--- config.mk ---
export PLATFORM = sky130hd
export DESIGN_NAME = touch_slot_tracker_unit
export DESIGN_NICKNAME = d
export VERILOG_FILES = /design/src/tst_pkg.sv /design/src/touch_slot_tracker_unit.sv /design/src/tst_datapath.sv /design/src/tst_controller.sv
export SDC_FILE = /design/constraint.sdc
export NUM_CORES = 1
export LEC_CHECK = 0
export BUFFER_PORTS_ARGS = -buffer_cell sky130_fd_sc_hd__buf_2
export CAP_MARGIN = 20
export CORE_MARGIN = 2
export CORE_UTILIZATION = 55
export DETAILED_ROUTE_END_ITERATION = 10
export PLACE_DENSITY = 0.75
export SLEW_MARGIN = 20
export SYNTH_ARGS = -nofsm -noshare
export SYNTH_HDL_FRONTEND = slang
export SYNTH_HIERARCHICAL = 1
export SYNTH_SLANG_ARGS = --single-unit
--- constraint.sdc ---
create_clock -name clock -period 10.9 [get_ports clock]
set_clock_uncertainty 0.1 [all_clocks]
set_input_delay 2.725 -clock clock [delete_from_list [all_inputs] [get_ports clock]]
set_output_delay 2.725 -clock clock [all_outputs]
set_load 0.03 [all_outputs]
--- src/tst_pkg.sv ---
// touch slot tracker package: request, response, control and status types
// no dependencies; imported by every module of the tracker
`timescale 1ns / 1ps

package tst_pkg;

   // default number of contact slots
   localparam int SLOTS_DEF = 8;

   // event kinds; moved and the unused code share the search path
   localparam logic [1:0] CMD_BEGAN = 2'd0;
   localparam logic [1:0] CMD_ENDED = 2'd2;

   // one touch event request
   typedef struct packed {
      logic [1:0]         cmd;
      logic [31:0]        contact_id;
      logic signed [15:0] pos_x;
      logic signed [15:0] pos_y;
   } tst_req_type;

   // one response per request
   typedef struct packed {
      logic               accepted;
      logic               matched;
      logic [2:0]         slot_index;
      logic [3:0]         active_count;
      logic signed [15:0] start_x;
      logic signed [15:0] start_y;
   } tst_rsp_type;

   // controller commands to the datapath
   typedef struct packed {
      logic load;
      logic reject;
      logic alloc;
      logic match;
      logic step;
      logic swap_a;
      logic swap_b;
      logic emit;
   } tst_ctl_type;

   // datapath status to the controller
   typedef struct packed {
      logic is_began;
      logic is_ended;
      logic full;
      logic empty;
      logic id_hit;
      logic at_last;
   } tst_sts_type;

endpackage

--- src/touch_slot_tracker_unit.sv ---
// touch slot tracker top level: controller plus datapath
// a began request, or any request while no slot is active, goes from capture through DISPATCH
// and FINISH to the registered response strobe; a search visits one active slot per cycle,
// and a matched ended request then passes SWAP_LAST and SWAP_DONE; one request at a time:
// a new request is taken in the cycle the response strobe shows; the receiver cannot stall
// synchronous reset empties all slots and restores the identity order list
`timescale 1ns / 1ps

module touch_slot_tracker_unit #(
   parameter int SLOTS = tst_pkg::SLOTS_DEF
) (
   input  logic                 clock,
   input  logic                 reset,
   input  logic                 start,
   output logic                 busy,
   input  tst_pkg::tst_req_type req_item,
   output logic                 rsp_valid,
   output tst_pkg::tst_rsp_type rsp_item
);
   import tst_pkg::*;

   tst_ctl_type ctl;
   tst_sts_type sts;

   // sequencing
   tst_controller u_ctrl (
      .clock (clock),
      .reset (reset),
      .start (start),
      .sts   (sts),
      .ctl   (ctl),
      .busy  (busy)
   );

   // slot state and response register
   tst_datapath #(
      .SLOTS (SLOTS)
   ) u_data (
      .clock     (clock),
      .reset     (reset),
      .req_item  (req_item),
      .ctl       (ctl),
      .sts       (sts),
      .rsp_valid (rsp_valid),
      .rsp_item  (rsp_item)
   );

endmodule

--- src/tst_datapath.sv ---
// touch slot tracker datapath: order list, slot tables, search pointer, response register
// depends on tst_pkg
`timescale 1ns / 1ps

module tst_datapath #(
   parameter int SLOTS = tst_pkg::SLOTS_DEF
) (
   input  logic                 clock,
   input  logic                 reset,
   input  tst_pkg::tst_req_type req_item,
   input  tst_pkg::tst_ctl_type ctl,
   output tst_pkg::tst_sts_type sts,
   output logic                 rsp_valid,
   output tst_pkg::tst_rsp_type rsp_item
);
   import tst_pkg::*;

   localparam int SW = (SLOTS > 1) ? $clog2(SLOTS) : 1;
   localparam int CW = $clog2(SLOTS + 1);

   tst_req_type        req_ff;
   logic [SW-1:0]      order_ff [SLOTS];
   logic [CW-1:0]      count_ff;
   logic [SW-1:0]      pos_ff;
   logic [SW-1:0]      slot_ff;
   logic               hit_ff;
   logic               acc_ff;
   logic [31:0]        id_ff [SLOTS];
   logic signed [15:0] x_ff [SLOTS];
   logic signed [15:0] y_ff [SLOTS];
   logic               rsp_valid_ff;
   tst_rsp_type        rsp_ff;
   tst_rsp_type        rsp_in;

   logic [CW-1:0] last;
   logic [SW-1:0] rd_addr;
   logic [SW-1:0] order_rd;
   logic [31:0]   slot_wide;
   logic [31:0]   count_wide;

   // single read port on the order list
   assign last     = count_ff - CW'(1);
   assign rd_addr  = ctl.alloc  ? count_ff[SW-1:0] :
                     ctl.swap_a ? last[SW-1:0] : pos_ff;
   assign order_rd = order_ff[rd_addr];

   // status back to the controller
   assign sts.is_began = (req_ff.cmd == CMD_BEGAN);
   assign sts.is_ended = (req_ff.cmd == CMD_ENDED);
   assign sts.full     = (count_ff == CW'(SLOTS));
   assign sts.empty    = (count_ff == '0);
   assign sts.id_hit   = (id_ff[order_rd] == req_ff.contact_id);
   assign sts.at_last  = (CW'(pos_ff) == last);

   // control state: order list, active count and response strobe
   always_ff @(posedge clock) begin
      if (reset) begin
         for (int i = 0; i < SLOTS; i++) begin
            order_ff[i] <= SW'(i);
         end
         count_ff     <= '0;
         rsp_valid_ff <= 1'b0;
      end else begin
         rsp_valid_ff <= ctl.emit;
         if (ctl.alloc) begin
            count_ff <= count_ff + CW'(1);
         end
         if (ctl.swap_a) begin
            order_ff[pos_ff] <= order_rd;
         end
         if (ctl.swap_b) begin
            order_ff[last[SW-1:0]] <= slot_ff;
            count_ff               <= last;
         end
      end
   end

   // request capture, search pointer, match and accept flags, slot tables, response register
   always_ff @(posedge clock) begin
      if (ctl.load) begin
         req_ff <= req_item;
         pos_ff <= '0;
         hit_ff <= 1'b0;
         acc_ff <= 1'b1;
      end
      if (ctl.reject) begin
         acc_ff <= 1'b0;
      end
      if (ctl.step) begin
         pos_ff <= pos_ff + SW'(1);
      end
      if (ctl.alloc || ctl.match) begin
         slot_ff <= order_rd;
         hit_ff  <= 1'b1;
      end
      if (ctl.alloc) begin
         id_ff[order_rd] <= req_ff.contact_id;
         x_ff[order_rd]  <= req_ff.pos_x;
         y_ff[order_rd]  <= req_ff.pos_y;
      end
      if (ctl.emit) begin
         rsp_ff <= rsp_in;
      end
   end

   // response fields, masked to their widths
   assign slot_wide  = 32'(slot_ff);
   assign count_wide = 32'(count_ff);

   always_comb begin
      rsp_in.accepted     = acc_ff;
      rsp_in.matched      = hit_ff;
      rsp_in.slot_index   = hit_ff ? slot_wide[2:0] : 3'd0;
      rsp_in.active_count = count_wide[3:0];
      rsp_in.start_x      = hit_ff ? x_ff[slot_ff] : 16'sd0;
      rsp_in.start_y      = hit_ff ? y_ff[slot_ff] : 16'sd0;
   end

   assign rsp_valid = rsp_valid_ff;
   assign rsp_item  = rsp_ff;

endmodule

--- src/tst_controller.sv ---
// touch slot tracker controller: sequences allocation, search, swap and response
// depends on tst_pkg
`timescale 1ns / 1ps

module tst_controller (
   input  logic                 clock,
   input  logic                 reset,
   input  logic                 start,
   input  tst_pkg::tst_sts_type sts,
   output tst_pkg::tst_ctl_type ctl,
   output logic                 busy
);
   import tst_pkg::*;

   typedef enum logic [2:0] {
      IDLE,
      DISPATCH,
      SEARCH,
      SWAP_LAST,
      SWAP_DONE,
      FINISH
   } state_type;

   state_type state_ff;
   state_type state_in;
   logic      busy_ff;

   // next state and commands
   always_comb begin
      ctl      = '0;
      state_in = state_ff;
      case (state_ff)
         IDLE: begin
            if (start) begin
               ctl.load = 1'b1;
               state_in = DISPATCH;
            end
         end
         DISPATCH: begin
            if (sts.is_began) begin
               if (sts.full) begin
                  ctl.reject = 1'b1;
               end else begin
                  ctl.alloc = 1'b1;
               end
               state_in = FINISH;
            end else if (sts.empty) begin
               state_in = FINISH;
            end else begin
               state_in = SEARCH;
            end
         end
         SEARCH: begin
            if (sts.id_hit) begin
               ctl.match = 1'b1;
               state_in  = sts.is_ended ? SWAP_LAST : FINISH;
            end else if (sts.at_last) begin
               state_in = FINISH;
            end else begin
               ctl.step = 1'b1;
            end
         end
         SWAP_LAST: begin
            ctl.swap_a = 1'b1;
            state_in   = SWAP_DONE;
         end
         SWAP_DONE: begin
            ctl.swap_b = 1'b1;
            state_in   = FINISH;
         end
         FINISH: begin
            ctl.emit = 1'b1;
            state_in = IDLE;
         end
         default: begin
            state_in = IDLE;
         end
      endcase
   end

   // state and busy flag
   always_ff @(posedge clock) begin
      if (reset) begin
         state_ff <= IDLE;
         busy_ff  <= 1'b0;
      end else begin
         state_ff <= state_in;
         busy_ff  <= (state_in != IDLE);
      end
   end

   assign busy = busy_ff;

endmodule

==> impl_summary.md, run 1 <==
Cells and area
The final design instance area without fill is 29,300 um2. The share of cells above drive strength 1 is between 20% and 30%. The count of nets after finishing is 1,682. The filler-free cell count of the finished design is 2,268. The final design utilization is between 60% and 70%. The total inserted antenna cells is 0.

The synthesis-to-layout area growth is 12.5%.

STA
Setup violations remaining at the end of the flow were counted as 0. Derived from the worst setup path, the maximum achievable clock frequency is 134 MHz. Across all setup checks in the final design, the least slack found is between 3 and 4 ns.

The fraction of the cycle the final worst path needs is approximately two thirds. Setup repair after global routing left no endpoint under its margin. The max-slew violation total from the final report is 0. The worst hold margin is approximately 0.37 ns. For the pin with the worst max-slew slack, the measured transition is 0.999 ns. The final critical-path required period is 7.47 ns. The headroom to the max-slew limit is around a third. For the final routed database, the setup TNS stands at 0 ns. The number of failing hold endpoints at the final stage is 0.

Outcome
The checks that failed: design-rule violations. The flow ran to the end, but the final reports show violations.

Synth
The number of cells produced by synthesis is between 1,000 and 1,500. Yosys attributes the largest share of cell area to sky130_fd_sc_hd__edfxtp_1, sky130_fd_sc_hd__mux4_2, sky130_fd_sc_hd__mux2i_1. The largest family of logic cells by synthesized area is multiplexers.

Counting flops with an async set or reset pin after synthesis yields a share of 0%. After synthesis, the netlist uses 74 different library cells. The share of the Yosys chip area taken by registers is between 70% and 80%. After synthesis the cells add up to 26,100 um2. The number of nets handed over by synthesis was ~1,600. The number of warning messages in the yosys log is 6.

Of the total synthesized cell area, the portion taken by AND, OR, NAND and NOR gates is 7.14%. Yosys instantiated no cell more often than sky130_fd_sc_hd__edfxtp_1. The multiplexer share of the synthesized area is 9.84%. The adder and majority gate portion of the synthesized area is less than 1%. After Yosys synthesis, XOR and XNOR cells account for under 10% of the synthesized area.

The share of the synthesized area in compound gates (AO/OA/AOI/OAI) is about 4.2%. In the synthesized netlist, the cells that appear most often are sky130_fd_sc_hd__edfxtp_1, sky130_fd_sc_hd__nand2_1, sky130_fd_sc_hd__mux2i_1, sky130_fd_sc_hd__nor2_1, sky130_fd_sc_hd__mux4_2. The average cell area after synthesis is 17.5 um2. The area fraction of the dominant cell type after synthesis is roughly three quarters. The synthesis-stage register bit count is 660. The library cell occupying the most area in the post-synthesis netlist is sky130_fd_sc_hd__edfxtp_1. Counting flops with a built-in enable in the synthesized netlist gives 649. Among all flip-flop cells after synthesis, the most frequent one is sky130_fd_sc_hd__edfxtp_1.

Detailed routing
Dividing the detail-routed via count by the number of cells gives 6.10. Across all layers, the routed design uses 13,831 vias. Summed over all nets, wire length on met3 after detailed routing comes to ~3.9 mm. The number of routed nets with antenna violations is 0.

For this block, wires on met1 add up to 21.7 mm. After the first detailed-routing iteration, the DRC count stood at 1,413. Dividing the detail-routed wire length by the instance count gives 23.4 um. After detailed routing, no signal wire sits above met4. For this run, design rule violations remaining after detail routing come to 6.

The number of optimization iterations in the first detailed-route pass is 8. The sum of routed wire length over all layers is 53.0 mm. The amount of wire on met2 after detailed routing is approximately 26 mm.

Place
The number of cells in the design after placement is 2,153. The total half-perimeter wirelength after legalization and detailed placement is roughly 29 mm. Port buffering added 111 buffers. The global placement routability congestion is 0.902.

In this run the cell area measured after placement is 27,300 um2. The minimum setup slack after placement is 3.60 ns.

Power and ir drop
Across the VDD grid, the largest voltage drop is 0.207 mV. Power comes to 7.74 mW. Dividing total power by cell area gives a power density of approximately 260 nW/um2.

Net switching is 32.8% of the power. The static power due to leakage is 9.80 nW. Combinational logic is responsible for 29.0% of the overall power.

The clock network power share is 27.9%. The internal power of the cells is 5.20 mW. The part of the power in registers is 43.1%. The net switching power is around 2.5 mW.

Clock tree
The post-cts resize count is 0. The master cell of the clock root buffer is sky130_fd_sc_hd__clkbuf_16. The clock latency on the worst-skew pair is 0.63 ns. The H-tree depth reported by CTS is 2. The hold buffer count at CTS is 0. The clock-pin transition on the worst setup and hold timing paths is 0.06 ns.

The number of setup buffers added after CTS is 0. For this design, the sink count on the clock tree is 660. TritonCTS built the clock tree. The total CTS buffers is 61. The maximum buffer depth of the clock tree is 3.

Worst setup path
Walking the worst path, the cells encountered are inv_1, ha_1, and3b_1, nor2_2, buf_4, inv_1, o211ai_1, a21oi_1, o32a_1, and2_2, inv_4, buf_4, nand2_1, o32a_1, a21oi_1, xor2_1, nor4_1, nand4_1, nor4_2, nand2_1, a21o_1, mux2_4, o311ai_2. The largest fanout on the critical path is 43. The slowest stage of the critical path belongs to the cell sky130_fd_sc_hd__dfxtp_1.

The capturing point of the worst reg2reg path is u_ctrl/busy$_SDFF_PP0_. Data on the critical path is required at its endpoint by 11.33 ns. The startpoint type of the worst setup path is a flip-flop. The highest cell delay on the worst timing path is approximately 0.73 ns. The number of cell instances on the worst register-to-register path is 23.

The endpoint class of the critical path is a flip-flop. The worst setup path is of the reg -> reg kind. In this run the register-to-register setup slack is around 3.4 ns. The worst flop-to-flop path startpoint is u_data/count_ff[0]$_SDFFE_PP0P_.

The data arrival time at the worst-slack endpoint is slightly below 8 ns.

Global routing
Across every metal layer, demand over resource in global routing totals 21.5%. The global-route wire length before repair is 81.3 mm. The number of global-route vias before repair is about 14,000. The initial antenna violation count was 0. The maximum number of pins on one net before global-route repair is 69. For this run the aggregate overflow at the end of global routing stands at 0.

Floorplan
The number of I/O pins is 112. The total number of placement rows is 79. The die is 222 um tall. The floorplan step defined a core boundary enclosing 46,700 um2. The starting density of the core is between 50 and 60%.

The die is ~220 um wide. The die area is 49,200 um2.

Min path
The tightest min-delay check is of the reg -> reg type. The terminating pin of the worst hold path is u_data/rsp_item[40]$_DFFE_PP_. The number of cells traversed by the worst hold path is 0. In this run the most critical hold path is launched from u_data/acc_ff$_SDFFE_PP0P_.

Job
The tool flagged a number of max-cap violations equal to 0.
## state kept, by name (all words and copies together), names as in the netlist
name	cells
u_data/id_ff	256
u_data/x_ff	128
u_data/y_ff	128
u_data/req_ff	66
u_data/rsp_item	41
u_data/order_ff	24
u_data/count_ff	4
u_ctrl/state_ff	3
u_data/pos_ff	3
u_data/slot_ff	3
u_ctrl/busy	1
u_data/acc_ff	1
u_data/hit_ff	1
u_data/rsp_valid	1
## cells by family after synthesis
| family | count (synthesis) |
|---|---|
| flops | 660 |
| simple gates | 373 |
| mux | 173 |
| compound gates | 148 |
| buf+inv | 94 |
| xor+xnor | 37 |
| fa+ha+maj | 3 |
## worst max-delay path, delay by kind of cell, from the launching register on
family / cells / cell delay, ns
simple gates: 8 / 2.04
compound gates: 7 / 2.03
buf+inv: 5 / 1.69
flops: 1 / 0.73
fa+ha+maj: 1 / 0.37
mux: 1 / 0.27
xor+xnor: 1 / 0.09
## per-layer routing
metal | GRT usage (%) | up-vias
met1 | 29.9 | 7006
met4 | 7.26 | 0
met2 | 35.7 | 633
met3 | 2.97 | 86
li1 | - | 6106
met5 | 0 | -
## how the worst max path moves through the flow
stage,from,end,slack [ns],cells after the start
after global routing,u_data/count_ff[0]$_SDFFE_PP0P_,u_ctrl/busy$_SDFF_PP0_,2.98,23
after detailed placement,u_data/count_ff[0]$_SDFFE_PP0P_,u_ctrl/busy$_SDFF_PP0_,3.60,23
after global placement,u_data/count_ff[0]$_SDFFE_PP0P_,u_ctrl/busy$_SDFF_PP0_,3.83,23
final,u_data/count_ff[0]$_SDFFE_PP0P_,u_ctrl/busy$_SDFF_PP0_,3.43,23
after CTS,u_data/count_ff[0]$_SDFFE_PP0P_,u_ctrl/busy$_SDFF_PP0_,3.55,23
after floorplan,start,u_data/pos_ff[0]$_SDFFCE_PN0P_,0.07,2
## power by group through the flow
stage          Combinational (mW)  Sequential (mW)  Clock [mW]
2_1_floorplan                1.71             3.34           0
3_3_place_gp                 2.17             3.37           0
3_5_place_dp                 2.21             3.39           0
4_1_cts                      2.23             3.33        2.19
5_1_grt                      2.42             3.36        2.29
6_report                     2.25             3.33        2.16
## area by class of cell
type	instances	area, um2
Sequential cell	660	19700
Fill cell	3192	17300
Multi-Input combinational cell	734	5960
Clock buffer	68	1550
Timing Repair Buffer	138	787
Tap cell	607	759
Clock inverter	46	505
Inverter	15	61.3
## cell usage in the layout, fill, tap and decap left out, types with 6 or more instances in the layout
cell,n
sky130_fd_sc_hd__edfxtp_1,649
sky130_fd_sc_hd__nand2_1,134
sky130_fd_sc_hd__buf_2,111
sky130_fd_sc_hd__mux2i_1,85
sky130_fd_sc_hd__mux4_2,64
sky130_fd_sc_hd__nor2_1,63
sky130_fd_sc_hd__clkbuf_16,61
sky130_fd_sc_hd__nor2b_1,39
sky130_fd_sc_hd__nand3_1,28
sky130_fd_sc_hd__buf_4,24
sky130_fd_sc_hd__a21oi_1,22
sky130_fd_sc_hd__xor2_1,21
sky130_fd_sc_hd__o21ai_0,19
sky130_fd_sc_hd__clkinv_1,17
sky130_fd_sc_hd__nor3_1,16
sky130_fd_sc_hd__xnor2_1,16
sky130_fd_sc_hd__mux2_2,15
sky130_fd_sc_hd__o22ai_1,14
sky130_fd_sc_hd__clkinv_2,13
sky130_fd_sc_hd__inv_1,13
sky130_fd_sc_hd__and3_1,13
sky130_fd_sc_hd__a31oi_1,12
sky130_fd_sc_hd__bufinv_16,10
sky130_fd_sc_hd__dfxtp_1,10
sky130_fd_sc_hd__a311oi_1,10
sky130_fd_sc_hd__nand4_1,10
sky130_fd_sc_hd__o221ai_1,10
sky130_fd_sc_hd__a211oi_1,9
sky130_fd_sc_hd__nor2_4,8
sky130_fd_sc_hd__mux2_1,8
sky130_fd_sc_hd__clkbuf_1,7
sky130_fd_sc_hd__and2_1,7
sky130_fd_sc_hd__o32ai_1,6
Note: power is estimated with default switching activity, not from simulation.
==> inputs of run 2 (changes only) <==
- CORE_UTILIZATION: 55 -> 60
- PLACE_DENSITY: 0.75 -> 0.78
- clock period: 10.9 -> 7.7 ns (I/O delays scaled with it)
==> run 2 against run 1 <==
Effect of this change:
- the flow now finishes without violations
- sequential share of layout area fell by 0.42 points
- wire length rose by 5.3%
- cell area rose by 0.64%
- register-to-register slack got worse by 2.8 ns
- non-clock buffer count rose by 7
- critical endpoint unchanged
- largest power group unchanged
==> impl_summary.md, run 2 (synthesis results as in run 1) <==
STA
The final critical-path required period came to 7.05 ns (was 7.47 ns). The transition time of the tightest slew-check pin is 1.11 ns (was 0.999 ns). The headroom to the max-slew limit is 25.7% (was 33.3%). The max-slew violation total from the final report was 0 (unchanged). The number of failing setup endpoints in the final timing report is 0 (unchanged). The aggregate negative setup slack came to 0 ns (unchanged). The fraction of the cycle the final worst path needs is 91.5% (was 68.5%).

The maximum clock rate was 142 MHz (was 134 MHz). RSZ-0062 raised after global routing: false (unchanged). The number of failing hold endpoints at the final stage is 0 (unchanged).

Clock tree
The clock sink total is 660 (unchanged). The post-cts resize count is 0 (unchanged). The clock-pin transition on the worst setup and hold timing paths came to 0.06 ns (about the same). The clock latency on the worst-skew pair came to 0.60 ns (was 0.63 ns). The hold buffer count at CTS is 0 (unchanged). The buffers inserted during post-CTS setup optimization is 0 (unchanged). The maximum buffer depth of the clock tree is 3 (unchanged).

The TritonCTS clock tree is yes (unchanged). The master cell of the clock root buffer was sky130_fd_sc_hd__clkbuf_16 (unchanged). The H-tree depth reported by CTS is 3 (was 2). The total CTS buffers came to 67 (was 61).

Global routing
The global-route wire length before repair is 84.6 mm (was 81.3 mm). The maximum number of pins on one net before global-route repair is 65 (was 69). The number of global-route vias before repair was 14,415 (was 13,870). The sum of overflow across all layers after global routing came to 0 (unchanged).

The aggregate global-route resource usage is 25.4% (was 21.5%). The initial antenna violation count is 2 (was 0).

Cells and area
The filler-free cell count of the finished design is 2,264 (was 2,268). The synthesis-to-layout area growth is 13.2% (was 12.5%). The most common cell after layout, fill and taps aside is sky130_fd_sc_hd__edfxtp_1 (unchanged). Largest registers: u_data/id_ff (256), u_data/x_ff (128), u_data/y_ff (128) (unchanged). The register with the most flip-flops is u_data/id_ff (unchanged). The count of nets after finishing is 1,695 (was 1,682). The flip-flop count of the largest register, all copies and words added came to 256 (unchanged). Most used cells in the layout excluding fill and tap cells: sky130_fd_sc_hd__edfxtp_1, sky130_fd_sc_hd__nand2_1, sky130_fd_sc_hd__buf_2 (unchanged). The share of cells above drive strength 1 is 20.6% (was 20.5%).

Worst setup path
The required time of the worst setup path is 8.10 ns (was 11.33 ns). The data arrival time at the worst-slack endpoint is 7.45 ns (was 7.90 ns). The class of the most critical setup path is reg -> reg (unchanged). The endpoint class of the critical path is a flip-flop (unchanged). The startpoint type of the worst setup path is a flip-flop (unchanged). The largest fanout on the critical path is 47 (was 43).

Job
The max-cap check violation count is 0 (unchanged).

Place
The global placement routability congestion was 0.897 (was 0.902). The total half-perimeter wirelength after legalization and detailed placement came to 29.8 mm (was 29.1 mm). The number of cells in the design after placement is 2,139 (was 2,153).

The quantity of I/O buffers inserted on ports is 111 (unchanged).

Power and ir drop
The worst ir drop on vdd is 0.335 mV (was 0.207 mV). The static power due to leakage came to 9.90 nW (was 9.80 nW). The total power density per cell area was 379 nW/um2 (was 264 nW/um2).

Detailed routing
The amount of wire on met3 after detailed routing is 4.15 mm (was 3.85 mm). The via-per-instance ratio is 6.17 (was 6.10). The average routed wire per standard cell is 24.7 um (was 23.4 um). The initial detailed-routing violation count is 1,424 (was 1,413). The amount of wire on met2 after detailed routing came to 28.2 mm (was 26.1 mm). The number of routed nets with antenna violations is 0 (unchanged). The wire length on met1 was 22.1 mm (was 21.7 mm).

The top layer used by detailed routing was met4 (unchanged). The sum of routed wire length over all layers was 55.9 mm (was 53.0 mm). The number of optimization iterations in the first detailed-route pass is 5 (was 8).

The final routed DRC violation total is 0 (was 6). The detailed-route via count is 13,969 (was 13,831).

Floorplan
The die area is 45,100 um2 (was 49,200 um2). The starting density of the core is 60.7% (was 55.9%). The standard cell core area is 43,000 um2 (was 46,700 um2).

The total number of placement rows is 76 (was 79). The floorplan die width is 212 um (was 222 um). The number of I/O pins came to 112 (unchanged).

The floorplan die height came to 212 um (was 222 um).

Outcome
Outcome: complete, no violations (was finished with violations).

Min path
The worst hold path class is reg -> reg (unchanged).
run 2: changes by cell type in the layout (fill, tap and decap cells not counted), sizes merged:
cell,delta
buf,+7
bufinv,-4
clkbuf,+17
clkinv,-5
clkinvlp,-3
diode,+2
inv,+4
run 2: report_power, final:
part	internal [mW]	switching, mW
Sequential	4.43	0.286
Combinational	1.20	2.07
Clock	1.87	1.32
run 2: metrics by stage:
stage | cell area, um2 | hold WS (ns) | worst slack [ns] | power [mW] | util [%]
global route | 29500 | 0.373 | 0.227 | 11.6 | 68.7
detailed placement | 27300 | 0.344 | 0.808 | 8.00 | 63.6
floorplan | 26100 | 0.309 | 0.756 | 7.14 | -
finish | 29500 | 0.346 | 0.651 | 11.2 | 68.7
CTS | 29500 | 0.357 | 0.758 | 11.2 | 68.7
global placement | 27300 | 0.318 | 1.11 | 7.91 | 63.6
run 2: layout make-up:
cell class	instances	area, um2
flip-flops and latches	660	19700
fillers	2657	13500
multi-input cells	734	5970
clock buffers	85	1810
repair buffers	145	877
well taps	585	732
clock inverters	38	360
inverters	15	61.3
diodes	2	5.00
run 2: worst paths after layout:
check                           cells past startpoint  slack [ns]                            end                       startpoint
worst max register to register                     21        0.65         u_ctrl/busy$_SDFF_PP0_  u_data/count_ff[1]$_SDFFE_PP0P_
worst max-delay path                               21        0.65         u_ctrl/busy$_SDFF_PP0_  u_data/count_ff[1]$_SDFFE_PP0P_
worst min-delay path                                0        0.35  u_data/rsp_item[40]$_DFFE_PP_       u_data/acc_ff$_SDFFE_PP0P_
worst min register to register                      0        0.35  u_data/rsp_item[40]$_DFFE_PP_       u_data/acc_ff$_SDFFE_PP0P_
run 2: worst max-delay path, cell delays in order (launching register included):
cell and delay [ns]:
sky130_fd_sc_hd__dfxtp_1 0.46, sky130_fd_sc_hd__inv_1 0.07, sky130_fd_sc_hd__ha_1 0.28, sky130_fd_sc_hd__and3b_1 0.22
sky130_fd_sc_hd__nor2_2 0.63, sky130_fd_sc_hd__inv_1 0.23, sky130_fd_sc_hd__o211ai_1 0.51, sky130_fd_sc_hd__a21oi_1 0.20
sky130_fd_sc_hd__o32a_1 0.37, sky130_fd_sc_hd__and2_2 0.21, sky130_fd_sc_hd__inv_4 0.49, sky130_fd_sc_hd__nand3_1 0.50
sky130_fd_sc_hd__nor2_1 0.21, sky130_fd_sc_hd__a21oi_1 0.07, sky130_fd_sc_hd__xor2_1 0.15, sky130_fd_sc_hd__nor4_1 0.52
sky130_fd_sc_hd__nand4_1 0.27, sky130_fd_sc_hd__nor4_2 0.62, sky130_fd_sc_hd__nand2_1 0.09, sky130_fd_sc_hd__a21o_1 0.22
sky130_fd_sc_hd__mux2_4 0.27, sky130_fd_sc_hd__o311ai_2 0.22
run 2: layer usage:
metal,up-vias,global-route usage [%]
met1,7078,34.6
li1,6132,-
met2,667,41.8
met3,92,4.09
met5,-,0
met4,0,9.55
==> inputs of run 3 (changes only) <==
- CORE_UTILIZATION: 60 -> 54
- PLACE_DENSITY: 0.78 -> 0.71
- SYNTH_HIERARCHICAL: 1 -> not set
==> run 3 against run 2 <==
Effect of this change:
- global-route usage fell by 5.0 points
- first-iteration DRC count decreased by 19%
- sequential power rose by 2%
- sequential cell count stayed put
- combinational power down 12%
- worst setup slack improved by 0.67 ns
- sequential share of layout area is 1.2 points higher
- wire length decreased by 11%
- maximum frequency rose by 10%
- register-to-register slack improved by 0.67 ns
- clock power is 6% lower
- largest cell class unchanged
==> impl_summary.md, run 3 <==
Global routing
The global-route wire length before repair came to 75.8 mm (was 84.6 mm). The initial antenna violation count is 0 (was 2). The aggregate global-route resource usage is 20.3% (was 25.4%).

The number of global-route vias before repair is 12,964 (was 14,415). The sum of overflow across all layers after global routing is 0 (unchanged). The maximum number of pins on one net before global-route repair is 72 (was 65).

STA
The number of failing hold endpoints at the final stage came to 0 (unchanged). The headroom to the max-slew limit was 33.6% (was 25.7%). RSZ-0062 raised after global routing: false (unchanged). The final critical-path required period is 6.38 ns (was 7.05 ns). The maximum clock rate came to 157 MHz (was 142 MHz). The fraction of the cycle the final worst path needs is 82.9% (was 91.5%). The worst hold margin is 0.362 ns (was 0.346 ns).

The max-slew violation total from the final report came to 0 (unchanged). The transition time of the tightest slew-check pin is 0.994 ns (was 1.11 ns). The aggregate negative setup slack was 0 ns (unchanged). The number of failing setup endpoints in the final timing report is 0 (unchanged).

Worst setup path
The highest cell delay on the worst timing path came to 0.67 ns (was 0.63 ns). The largest fanout on the critical path is 71 (was 47). Cells along the critical path: inv_1, ha_1, nand3b_1, nand3_2, mux2_2, mux2i_1, a211oi_1, nor2_1, inv_2, buf_4, mux2_2, o22ai_1, or3_1, nand4_1, nor4_2, nand4_2, o31ai_1 (was inv_1, ha_1, and3b_1, nor2_2, inv_1, o211ai_1, a21oi_1, o32a_1, and2_2, inv_4, nand3_1, nor2_1, a21oi_1, xor2_1, nor4_1, nand4_1, nor4_2, nand2_1, a21o_1, mux2_4, o311ai_2). The required time of the worst setup path is 7.81 ns (was 8.10 ns). The worst path buffer plus inverter count was 3 (unchanged). The kind of cell adding the most delay to the critical path is simple AND/OR/NAND/NOR gates (unchanged). The cell repeated most along the worst path is sky130_fd_sc_hd__mux2_2. The class of the most critical setup path was reg -> reg (unchanged). The endpoint class of the critical path is a flip-flop (unchanged).

The startpoint type of the worst setup path is a flip-flop (unchanged). The data arrival time at the worst-slack endpoint is 6.49 ns (was 7.45 ns). The standard cell with the maximum stage delay on the critical path is sky130_fd_sc_hd__nor2_1 (was sky130_fd_sc_hd__nor2_2).

Detailed routing
The number of routed nets with antenna violations is 0 (unchanged). The sum of routed wire length over all layers is 49.5 mm (was 55.9 mm). The via-per-instance ratio is 5.92 (was 6.17). The average routed wire per standard cell came to 22.9 um (was 24.7 um). The number of optimization iterations in the first detailed-route pass is 6 (was 5). The final routed DRC violation total was 0 (unchanged). The detailed-route via count is 12,785 (was 13,969). The initial detailed-routing violation count came to 1,152 (was 1,424).

Place
The global placement routability congestion was 0.837 (was 0.897). The quantity of I/O buffers inserted on ports is 111 (unchanged). The total half-perimeter wirelength after legalization and detailed placement is 27.0 mm (was 29.8 mm). The number of cells in the design after placement is 2,044 (was 2,139).

Floorplan
The standard cell core area came to 46,800 um2 (was 43,000 um2). The number of I/O pins is 112 (unchanged). The floorplan die width came to 222 um (was 212 um). The die area is 49,400 um2 (was 45,100 um2). The starting density of the core came to 55.0% (was 60.7%). The floorplan die height is 222 um (was 212 um). The total number of placement rows is 79 (was 76).

Clock tree
The clock-pin transition on the worst setup and hold timing paths was 0.06 ns (about the same). The buffers inserted during post-CTS setup optimization was 0 (unchanged). The post-cts resize count is 0 (unchanged).

The hold buffer count at CTS is 0 (unchanged). The clock latency on the worst-skew pair is 0.59 ns (was 0.60 ns). The H-tree depth reported by CTS came to 3 (unchanged).

The total CTS buffers is 66 (was 67). The maximum buffer depth of the clock tree is 3 (unchanged). The clock sink total is 660 (unchanged). The master cell of the clock root buffer is sky130_fd_sc_hd__clkbuf_16 (unchanged).

The TritonCTS clock tree is yes (unchanged).

Power and ir drop
The static power due to leakage is 9.50 nW (was 9.90 nW). The overall power of the completed layout is 10.7 mW (was 11.2 mW). The total power density per cell area is 368 nW/um2 (was 379 nW/um2).

The worst ir drop on vdd is 0.338 mV (was 0.335 mV).

Cells and area
The filler-free cell count of the finished design is 2,159 (was 2,264). Largest registers: u_data.id_ff (256), u_data.x_ff (128), u_data.y_ff (128) (was u_data/id_ff (256), u_data/x_ff (128), u_data/y_ff (128)). The most common cell after layout, fill and taps aside was sky130_fd_sc_hd__edfxtp_1 (unchanged). The synthesis-to-layout area growth came to 12.7% (was 13.2%). The final design utilization came to 62.0% (was 68.7%). The total inserted antenna cells is 0 (was 2). Most used cells in the layout excluding fill and tap cells: sky130_fd_sc_hd__edfxtp_1, sky130_fd_sc_hd__buf_2, sky130_fd_sc_hd__mux2_2 (was sky130_fd_sc_hd__edfxtp_1, sky130_fd_sc_hd__nand2_1, sky130_fd_sc_hd__buf_2). The share of cells above drive strength 1 is 25.8% (was 20.6%). The flip-flop count of the largest register, all copies and words added was 256 (unchanged). The count of nets after finishing was 1,578 (was 1,695). The register with the most flip-flops is u_data.id_ff (was u_data/id_ff).

Job
The max-cap check violation count is 0 (unchanged).

Synth
The number of enable flip-flop cells after synthesis is 649 (unchanged). The cell with the most instances after synthesis is sky130_fd_sc_hd__edfxtp_1 (unchanged). The most used flip-flop cell after synthesis was sky130_fd_sc_hd__edfxtp_1 (unchanged). Most used standard cells in the synthesized netlist: sky130_fd_sc_hd__edfxtp_1, sky130_fd_sc_hd__mux2_2, sky130_fd_sc_hd__mux4_2, sky130_fd_sc_hd__o22ai_1, sky130_fd_sc_hd__mux2i_1 (was sky130_fd_sc_hd__edfxtp_1, sky130_fd_sc_hd__nand2_1, sky130_fd_sc_hd__mux2i_1, sky130_fd_sc_hd__nor2_1, sky130_fd_sc_hd__mux4_2). The average cell area after synthesis was 18.9 um2 (was 17.5 um2). The number of warning messages in the yosys log is 0 (was 6). Largest cells by area after synthesis: sky130_fd_sc_hd__edfxtp_1, sky130_fd_sc_hd__mux4_2, sky130_fd_sc_hd__mux2_2 (was sky130_fd_sc_hd__edfxtp_1, sky130_fd_sc_hd__mux4_2, sky130_fd_sc_hd__mux2i_1). The library cell occupying the most area in the post-synthesis netlist was sky130_fd_sc_hd__edfxtp_1 (unchanged). The number of cells produced by synthesis is 1,363 (was 1,488).

The synthesis-stage register bit count is 660 (unchanged). The share of synthesized area occupied by flip-flops and latches is 76.6% (was 75.6%). The count of distinct cell types in the synthesized netlist is 59 (was 74). The share of synthesized registers carrying an async set or reset came to 0% (unchanged).

The area fraction of the dominant cell type after synthesis is 75.7% (was 74.7%). The area of the mapped netlist came to 25,700 um2 (was 26,100 um2). The number of nets in the synthesized netlist is 1,436 (was 1,560).

Outcome
Outcome: complete, no violations (unchanged).

Min path
The worst hold path class is reg -> reg (unchanged).
==> run 3: cell types whose count changed in the layout (fill, tap and decap cells not counted), sizes merged, moves of 22 or more <==
cell,delta
or3,+22
o22ai,+41
o21ai,+25
mux2i,-38
nand4,+26
nand2,-105
mux2,+92
nor2,-26
==> run 3: worst register-to-register path: stages, from the launching register on <==
cell and delay [ns]:
sky130_fd_sc_hd__dfxtp_1 0.57, sky130_fd_sc_hd__inv_1 0.25, sky130_fd_sc_hd__ha_1 0.28, sky130_fd_sc_hd__nand3b_1 0.12, sky130_fd_sc_hd__nand3_2 0.25, sky130_fd_sc_hd__mux2_2 0.51
sky130_fd_sc_hd__mux2i_1 0.26, sky130_fd_sc_hd__a211oi_1 0.10, sky130_fd_sc_hd__nor2_1 0.67, sky130_fd_sc_hd__inv_2 0.17, sky130_fd_sc_hd__buf_4 0.43, sky130_fd_sc_hd__mux2_2 0.47
sky130_fd_sc_hd__o22ai_1 0.18, sky130_fd_sc_hd__or3_1 0.17, sky130_fd_sc_hd__nand4_1 0.10, sky130_fd_sc_hd__nor4_2 0.42, sky130_fd_sc_hd__nand4_2 0.35, sky130_fd_sc_hd__o31ai_1 0.62
==> run 3: stage by stage <==
stage	cell area (um2)	setup WS [ns]
floorplan	25700	1.79
global placement	27000	1.55
detailed placement	27000	1.31
CTS	29000	1.29
global route	29000	0.739
finish	29000	1.32
==> run 3: cells by family after synthesis <==
kind of cell | count (synthesis) | synth area share, %
buf+inv | 78 | 1.53
compound gates | 143 | 3.45
mux | 227 | 12.5
simple gates | 238 | 5.24
fa+ha+maj | 4 | 0.195
flops | 660 | 76.6
xor+xnor | 13 | 0.442
==> run 3: area by class of cell <==
class                           instances  area, um2
Multi-Input combinational cell        625       5690
Clock inverter                         28        225
Clock buffer                           87       1790
Sequential cell                       660      19700
Fill cell                            3233      17700
Timing Repair Buffer                  138        771
Tap cell                              607        759
Inverter                               14       56.3
==> run 3: metal layers <==
metal	track usage [%]	routed length, um	up-vias	share of wire (%)
li1	-	-	5800	-
met1	27.6	20900	6502	42
met2	33.4	24600	392	50
met3	4.28	2770	91	5.6
met4	6.45	1220	0	2.5
met5	0	0	-	0
==> run 3: power by group <==
group	switching (mW)	internal (mW)
clock	1.26	1.74
sequential	0.303	4.50
combinational	1.77	1.10
==> run 3: path summary, 6_finish.rpt <==
| check | endpoint | start | depth (start not counted) | slack, ns |
|---|---|---|---|---|
| hold reg to reg | u_data.rsp_item[40]$_DFFE_PP_ | u_data.acc_ff$_SDFFE_PP0P_ | 0 | 0.36 |
| setup / recovery | u_data.slot_ff[2]$_DFFE_PP_ | u_data.count_ff[0]$_SDFFE_PP0P_ | 17 | 1.32 |
| setup reg to reg | u_data.slot_ff[2]$_DFFE_PP_ | u_data.count_ff[0]$_SDFFE_PP0P_ | 17 | 1.32 |
| hold / removal | u_data.rsp_item[40]$_DFFE_PP_ | u_data.acc_ff$_SDFFE_PP0P_ | 0 | 0.36 |
